[config.mk]
export PLATFORM = sky130hd
export DESIGN_NAME = av_timestamp_rebaser
export DESIGN_NICKNAME = d
export VERILOG_FILES = /design/src/avtsr_pkg.sv /design/src/avtsr_front.sv /design/src/avtsr_back.sv /design/src/av_timestamp_rebaser.sv
export SDC_FILE = /design/constraint.sdc
export NUM_CORES = 2
export LEC_CHECK = 0
export BUFFER_PORTS_ARGS = -buffer_cell sky130_fd_sc_hd__buf_2
export CORE_UTILIZATION = 45
export CTS_CLUSTER_DIAMETER = 100
export DETAILED_ROUTE_END_ITERATION = 10
export HOLD_SLACK_MARGIN = 0.05
export PLACE_DENSITY = 0.71
export SYNTH_ARGS = -nofsm -noshare
export SYNTH_HDL_FRONTEND = slang
export SYNTH_SLANG_ARGS = --single-unit
[constraint.sdc]
create_clock -name clock -period 17.6 [get_ports clock]
set_input_delay 2.64 -clock clock [delete_from_list [all_inputs] [get_ports clock]]
set_output_delay 2.64 -clock clock [all_outputs]
set_load 0.1 [all_outputs]
[src/avtsr_pkg.sv]
// avtsr_pkg: shared types and constants for the timestamp rebaser
// word layouts for the request, internal command and response queues
// no dependencies
package avtsr_pkg;

   localparam int QDEPTH = 2;
   localparam int QPTR_W = $clog2(QDEPTH);
   localparam int QCNT_W = $clog2(QDEPTH + 1);

   localparam int TS_W   = 64;
   localparam int STEP_W = 16;
   localparam logic [STEP_W-1:0] STEP_RESET = 16'd10;

   localparam logic [1:0] MODE_VIDEO = 2'd0;
   localparam logic [1:0] MODE_AUDIO = 2'd1;
   localparam logic       KIND_VIDEO = 1'b0;
   localparam logic       KIND_AUDIO = 1'b1;

   typedef struct packed {
      logic [1:0]             mode;
      logic signed [TS_W-1:0] in_dts;
      logic signed [TS_W-1:0] in_pts;
   } req_type;

   typedef struct packed {
      logic                   kind;
      logic signed [TS_W-1:0] dts;
      logic signed [TS_W-1:0] pts;
   } cmd_type;

   typedef struct packed {
      logic                   out_kind;
      logic signed [TS_W-1:0] out_dts;
      logic signed [TS_W-1:0] out_pts;
      logic                   reversed;
   } rsp_type;

endpackage

[src/avtsr_front.sv]
// avtsr_front: accepts request words, drops ignored packet kinds and
// queues video/audio words for the back end in a short fifo
// depends on avtsr_pkg
module avtsr_front (
   input  logic              clock,
   input  logic              reset,
   input  avtsr_pkg::req_type req_data,
   input  logic              req_push,
   output logic              req_full,
   output avtsr_pkg::cmd_type cmd_data,
   output logic              cmd_empty,
   input  logic              cmd_pop
);
   import avtsr_pkg::*;

   cmd_type             mem_ff [QDEPTH];
   logic [QPTR_W-1:0]   wr_ptr_ff, wr_ptr_in;
   logic [QPTR_W-1:0]   rd_ptr_ff, rd_ptr_in;
   logic [QCNT_W-1:0]   count_ff, count_in;
   logic                accept, keep, pop_ok;
   cmd_type             cmd_new;

   assign req_full  = (count_ff == QCNT_W'(QDEPTH));
   assign cmd_empty = (count_ff == '0);
   assign cmd_data  = mem_ff[rd_ptr_ff];

   assign accept = req_push && !req_full;
   assign keep   = accept && (req_data.mode == MODE_VIDEO || req_data.mode == MODE_AUDIO);
   assign pop_ok = cmd_pop && !cmd_empty;

   always_comb begin
      cmd_new.kind = (req_data.mode == MODE_AUDIO) ? KIND_AUDIO : KIND_VIDEO;
      cmd_new.dts  = req_data.in_dts;
      cmd_new.pts  = req_data.in_pts;
      wr_ptr_in    = keep ? wr_ptr_ff + 1'b1 : wr_ptr_ff;
      rd_ptr_in    = pop_ok ? rd_ptr_ff + 1'b1 : rd_ptr_ff;
      count_in     = count_ff + QCNT_W'(keep) - QCNT_W'(pop_ok);
   end

   always_ff @(posedge clock) begin
      if (reset) begin
         wr_ptr_ff <= '0;
         rd_ptr_ff <= '0;
         count_ff  <= '0;
      end else begin
         wr_ptr_ff <= wr_ptr_in;
         rd_ptr_ff <= rd_ptr_in;
         count_ff  <= count_in;
      end
   end

   always_ff @(posedge clock) begin
      if (keep) begin
         mem_ff[wr_ptr_ff] <= cmd_new;
      end
   end

endmodule

[src/avtsr_back.sv]
// avtsr_back: per-track timestamp state, rebasing datapath shared by both
// tracks, and the response fifo toward the consumer
// depends on avtsr_pkg
module avtsr_back (
   input  logic                           clock,
   input  logic                           reset,
   input  logic [avtsr_pkg::STEP_W-1:0]   step,
   input  avtsr_pkg::cmd_type              cmd_data,
   input  logic                           cmd_empty,
   output logic                           cmd_pop,
   output avtsr_pkg::rsp_type              rsp_data,
   output logic                           rsp_empty,
   input  logic                           rsp_pop
);
   import avtsr_pkg::*;

   logic signed [TS_W-1:0] v_base_dts_ff, v_base_dts_in;
   logic signed [TS_W-1:0] v_base_pts_ff, v_base_pts_in;
   logic signed [TS_W-1:0] v_last_ff, v_last_in;
   logic signed [TS_W-1:0] v_out_dts_ff, v_out_dts_in;
   logic signed [TS_W-1:0] v_out_pts_ff, v_out_pts_in;
   logic signed [TS_W-1:0] a_base_ff, a_base_in;
   logic signed [TS_W-1:0] a_last_ff, a_last_in;
   logic signed [TS_W-1:0] a_out_ff, a_out_in;

   rsp_type             mem_ff [QDEPTH];
   logic [QPTR_W-1:0]   wr_ptr_ff, rd_ptr_ff;
   logic [QCNT_W-1:0]   count_ff;
   logic                rq_full, take, pop_ok;

   logic                   is_audio, pull, rev;
   logic signed [TS_W-1:0] own_base, own_base_pts, own_out_dts, own_out_pts;
   logic signed [TS_W-1:0] oth_base, oth_last, pts_op, elapsed, step_x;
   logic signed [TS_W-1:0] nb_dts, nb_pts, no_dts, no_pts;
   rsp_type                res;

   assign rq_full   = (count_ff == QCNT_W'(QDEPTH));
   assign rsp_empty = (count_ff == '0);
   assign rsp_data  = mem_ff[rd_ptr_ff];
   assign take      = !cmd_empty && !rq_full;
   assign cmd_pop   = take;
   assign pop_ok    = rsp_pop && !rsp_empty;

   // one datapath serves both tracks; audio uses dts as its pts operand
   always_comb begin
      is_audio     = (cmd_data.kind == KIND_AUDIO);
      own_base     = is_audio ? a_base_ff : v_base_dts_ff;
      own_base_pts = is_audio ? a_base_ff : v_base_pts_ff;
      own_out_dts  = is_audio ? a_out_ff  : v_out_dts_ff;
      own_out_pts  = is_audio ? a_out_ff  : v_out_pts_ff;
      oth_base     = is_audio ? v_base_dts_ff : a_base_ff;
      oth_last     = is_audio ? v_last_ff     : a_last_ff;
      pts_op       = is_audio ? cmd_data.dts  : cmd_data.pts;
      step_x       = $signed({{(TS_W-STEP_W){1'b0}}, step});

      // other track started and moved past its base
      pull    = (oth_base > 0) && (oth_base < oth_last);
      elapsed = pull ? oth_last - oth_base : '0;
      rev     = 1'b0;

      priority if (own_base[TS_W-1]) begin
         nb_dts = cmd_data.dts - elapsed;
         nb_pts = pts_op - elapsed;
         no_dts = elapsed;
         no_pts = elapsed;
      end else if (cmd_data.dts <= own_out_dts) begin
         nb_dts = cmd_data.dts - own_out_dts;
         nb_pts = pts_op - own_out_pts;
         no_dts = own_out_dts + step_x;
         no_pts = own_out_pts + step_x;
         rev    = 1'b1;
      end else begin
         nb_dts = own_base;
         nb_pts = own_base_pts;
         no_dts = cmd_data.dts - own_base;
         no_pts = pts_op - own_base_pts;
      end

      res.out_kind = cmd_data.kind;
      res.out_dts  = no_dts;
      res.out_pts  = no_pts;
      res.reversed = rev;

      v_base_dts_in = v_base_dts_ff;
      v_base_pts_in = v_base_pts_ff;
      v_last_in     = v_last_ff;
      v_out_dts_in  = v_out_dts_ff;
      v_out_pts_in  = v_out_pts_ff;
      a_base_in     = a_base_ff;
      a_last_in     = a_last_ff;
      a_out_in      = a_out_ff;
      if (take) begin
         if (is_audio) begin
            a_base_in = nb_dts;
            a_last_in = cmd_data.dts;
            a_out_in  = no_dts;
         end else begin
            v_base_dts_in = nb_dts;
            v_base_pts_in = nb_pts;
            v_last_in     = cmd_data.dts;
            v_out_dts_in  = no_dts;
            v_out_pts_in  = no_pts;
         end
      end
   end

   always_ff @(posedge clock) begin
      if (reset) begin
         v_base_dts_ff <= '1;
         v_base_pts_ff <= '0;
         v_last_ff     <= '0;
         v_out_dts_ff  <= '0;
         v_out_pts_ff  <= '0;
         a_base_ff     <= '1;
         a_last_ff     <= '0;
         a_out_ff      <= '0;
         wr_ptr_ff     <= '0;
         rd_ptr_ff     <= '0;
         count_ff      <= '0;
      end else begin
         v_base_dts_ff <= v_base_dts_in;
         v_base_pts_ff <= v_base_pts_in;
         v_last_ff     <= v_last_in;
         v_out_dts_ff  <= v_out_dts_in;
         v_out_pts_ff  <= v_out_pts_in;
         a_base_ff     <= a_base_in;
         a_last_ff     <= a_last_in;
         a_out_ff      <= a_out_in;
         wr_ptr_ff     <= take ? wr_ptr_ff + 1'b1 : wr_ptr_ff;
         rd_ptr_ff     <= pop_ok ? rd_ptr_ff + 1'b1 : rd_ptr_ff;
         count_ff      <= count_ff + QCNT_W'(take) - QCNT_W'(pop_ok);
      end
   end

   always_ff @(posedge clock) begin
      if (take) begin
         mem_ff[wr_ptr_ff] <= res;
      end
   end

   a_count_bound: assert property (@(posedge clock) disable iff (reset)
      count_ff <= QCNT_W'(QDEPTH))
      else $error("response fifo count out of range");

   a_audio_pts: assert property (@(posedge clock) disable iff (reset)
      take && is_audio |-> res.out_pts == res.out_dts)
      else $error("audio word with pts differing from dts");

   a_video_rev_step: assert property (@(posedge clock) disable iff (reset)
      take && !is_audio && rev |=>
         v_out_dts_ff == $past(v_out_dts_ff) + $past(step_x))
      else $error("video reversal did not advance by step");

   a_audio_first: assert property (@(posedge clock) disable iff (reset)
      take && is_audio && a_base_ff[TS_W-1] && !pull |=> a_out_ff == '0)
      else $error("first audio word without pull-back not at zero");

endmodule

[src/av_timestamp_rebaser.sv]
// av_timestamp_rebaser: top level, joins the front queue and the back end
// and holds the reverse_step control register
// depends on avtsr_pkg, avtsr_front, avtsr_back
//
// Takes one packet word per clock while not full, and sustains one word
// per clock when the consumer keeps popping. A video or audio word is
// registered into the two-deep front fifo, then passes through the
// combinational rebasing datapath into the two-deep response fifo.
// That datapath is two dependent 64-bit subtracts deep per track update (the
// other track's elapsed time, then the pulled-back base), which sets the clock.
// Ignored packet kinds are dropped at the front and
// produce no response. The reverse_step register is written through the csr
// port, which is always ready; write it only while no words are in flight.
module av_timestamp_rebaser (
   input  logic                         clock,
   input  logic                         reset,
   input  avtsr_pkg::req_type            req_data,
   input  logic                         push,
   output logic                         full,
   output avtsr_pkg::rsp_type            rsp_data,
   output logic                         empty,
   input  logic                         pop,
   input  logic                         csr_valid,
   output logic                         csr_ready,
   input  logic [avtsr_pkg::STEP_W-1:0] csr_wdata
);
   import avtsr_pkg::*;

   logic [STEP_W-1:0] step_ff;
   cmd_type           cmd_data;
   logic              cmd_empty, cmd_pop;

   assign csr_ready = 1'b1;

   always_ff @(posedge clock) begin
      if (reset) begin
         step_ff <= STEP_RESET;
      end else if (csr_valid && csr_ready) begin
         step_ff <= csr_wdata;
      end
   end

   avtsr_front u_front (
      .clock     (clock),
      .reset     (reset),
      .req_data  (req_data),
      .req_push  (push),
      .req_full  (full),
      .cmd_data  (cmd_data),
      .cmd_empty (cmd_empty),
      .cmd_pop   (cmd_pop)
   );

   avtsr_back u_back (
      .clock     (clock),
      .reset     (reset),
      .step      (step_ff),
      .cmd_data  (cmd_data),
      .cmd_empty (cmd_empty),
      .cmd_pop   (cmd_pop),
      .rsp_data  (rsp_data),
      .rsp_empty (empty),
      .rsp_pop   (pop)
   );

endmodule
==> results.json <==
{
  "cp.required_ns": 18.21,
  "startpoint_type": "flop",
  "clkLatencyLatePin_ns": 0.81,
  "grt.overflow.total": 0,
  "synthDistinctLibCells": 94,
  "cpMostUsedCell": "o21ai_0",
  "status": "finished clean",
  "drive_above_1_share_pct": 8.64,
  "crit_type": "flop to flop",
  "crit_fanout": 97,
  "end_kind": "flop",
  "post_cts_buffers": 0,
  "wl_um": 343000,
  "yosysTopAreaCell": "edfxtp_1",
  "synth_ff_type": "dfxtp_1",
  "cp_slowest_cell": "a2111oi_0",
  "tritoncts": "yes",
  "hold_class": "flop to flop",
  "max_freq_mhz": 88.0,
  "cpPeakStageDelay_ns": 1.19,
  "dpl_cell_area_um2": 82000,
  "ys_ff_latch": 1056,
  "min_period_over_period_pct": 64.5,
  "crit_buf_inv": 4,
  "final_hold_viol_count": 0,
  "fin_nets": 10200,
  "synth_edf_count": 518,
  "grt_max_degree": 148,
  "ctsHoldBuffers": 0,
  "initial_core_util_pct": 45.3,
  "dieWidth_um": 420,
  "finalSetupViolCount": 0,
  "die_area_um2": 177000,
  "clk_path_buf_depth": 3,
  "crit_cells": 28,
  "vias": 77200,
  "rsz0062_at_grt": "false",
  "synth_most_common_cell": "nand2_1",
  "clkSinkCount": 1056,
  "synthTopCellsByArea": "edfxtp_1 20%, dfxtp_1 14%, ha_1 8.6%",
  "crit_family": "compound AO/OA/AOI/OAI gates",
  "critPathArrivalTime_ns": 11.97,
  "worst_slew_pin_slew_ns": 1.43,
  "instances_no_fill": 11900,
  "route.detailed.drc": 0,
  "dieHeight_um": 420,
  "syn_area_um2": 78700,
  "maxCapViolCount": 0,
  "finalClockSkew_ns": 0.0609,
  "htreeDepth": 3,
  "ys_top_cells_by_count": "1,189 x nand2_1, 1,139 x a21oi_1, 747 x nor2_1",
  "syn_inst": 9552,
  "fin_crit_ns": 11.36,
  "gp_congestion": 1.08,
  "num_rows": 153,
  "drt_pass1_iterations": 6,
  "cts_root_buf": "clkbuf_16",
  "place_hpwl_um": 269000,
  "cts.repair.resized": 0,
  "min_path_cells": 2,
  "grt_usage_pct": 37.4,
  "antenna_found_initial": 10,
  "relSlewSlack_pct": 4.60,
  "clk_pin_slew_worst_paths_ns": 0.07,
  "async_flop_share_pct": 0,
  "grt_pass1_wl_um": 481000,
  "numCtsBuffers": 114,
  "synth_top_area_share_pct": 19.8,
  "synth_seq_area_share_pct": 33.5,
  "syn-num-nets": 10300,
  "drtAntennaViolNets": 0,
  "slew_viol_final": 0,
  "first_global_vias": 69500,
  "fill_cells": 16800,
  "wl_per_cell_um": 28.7,
  "drt_iter0_markers": 11100,
  "vias_per_cell": 6.47,
  "yosys_warnings": 0,
  "ios": 284,
  "final_area_um2": 85900,
  "area_growth_pct": 9.18,
  "place_inst": 11700,
  "r2r_cells": 28,
  "synth.avg_cell_area_um2": 8.24,
  "fin_tns_setup_ns": 0,
  "io_buffers": 282,
  "coreArea_um2": 174000
}
==> cell usage in the layout (no fill, tap or decap), drive strengths merged, types with 64 or more instances in the layout <==
cell type	n
mux2i	210
nand3	164
buf	407
xnor2	289
nand2b	75
xor2	210
nand4	146
nor3	131
a21oi	1139
mux2	140
and2	252
and3	80
edfxtp	518
a21o	276
o211ai	133
clkbuf	143
o21bai	88
a31oi	96
inv	405
o31ai	64
dfxtp	538
ha	542
nor2b	68
o21ai	488
nand2	1189
o21a	90
nor2	747
a211oi	259
==> area by class of cell <==
type	instances	area, um2	area share (%)
multi-input cells	7545	48900	56.9
flip-flops and latches	1056	26300	30.7
clock buffers	143	3130	3.64
well taps	2325	2910	3.39
repair buffers	407	2410	2.81
inverters	387	1460	1.70
clock inverters	74	776	0.903
diodes	8	20.0	0.0233
==> flip-flops by register name, indices dropped and copies added, names as in the netlist, 2 cells and up, named ones only <==
register              count
u_back.v_base_pts_ff     64
u_back.mem_ff           260
u_back.a_out_ff          64
u_back.a_last_ff         64
u_back.v_base_dts_ff     64
u_back.a_base_ff         64
u_back.v_last_ff         64
u_front.mem_ff          258
u_front.count_ff          2
step_ff                  16
u_back.v_out_dts_ff      64
u_back.count_ff           2
u_back.v_out_pts_ff      64
==> stage by stage <==
stage | hold WS (ns) | setup slack (ns) | util (%)
after floorplan | 0.416 | 7.88 | -
after global placement | 0.431 | 6.91 | 47.2
after detailed placement | 0.432 | 6.52 | 47.2
after CTS | 0.442 | 6.48 | 49.4
after global routing | 0.465 | 5.71 | 49.4
final | 0.448 | 6.24 | 49.4
==> final timing paths <==
| path | startpoint | end | slack [ns] |
|---|---|---|---|
| max | flop | u_back.v_base_pts_ff[60] | 6.24 |
| min reg2reg | u_back.v_base_pts_ff[43] | u_back.v_base_pts_ff[43] | 0.45 |
| min | u_back.v_base_pts_ff[43] | u_back.v_base_pts_ff[43] | 0.45 |
| max reg2reg | flop | u_back.v_base_pts_ff[60] | 6.24 |
==> logic make-up after synthesis <==
family          Yosys count  share of synthesized area (%)
flops                  1056                           33.5
xor+xnor                499                           5.55
simple gates           3044                           17.8
compound gates         3100                           25.1
mux                     350                           4.68
fa+ha+maj               551                           8.85
buf+inv                 951                           4.62
other cells               1                        0.00477
==> tightest hold or removal path: cells and delay by family, from the launching register on <==
family | cells | cell delay (ns)
flops | 1 | 0.31
simple gates | 2 | 0.09
==> per-layer routing <==
layer	vias to the layer above	routed length (um)	track usage [%]
li1	34700	-	-
met1	37200	154000	56.5
met2	4802	128000	48.9
met3	509	49900	12.4
met4	8	11400	11.3
met5	-	72	0
Power is left out: the tool's default activity adds up to more than one toggle a clock period on the data nets, which glitch-free logic cannot reach.
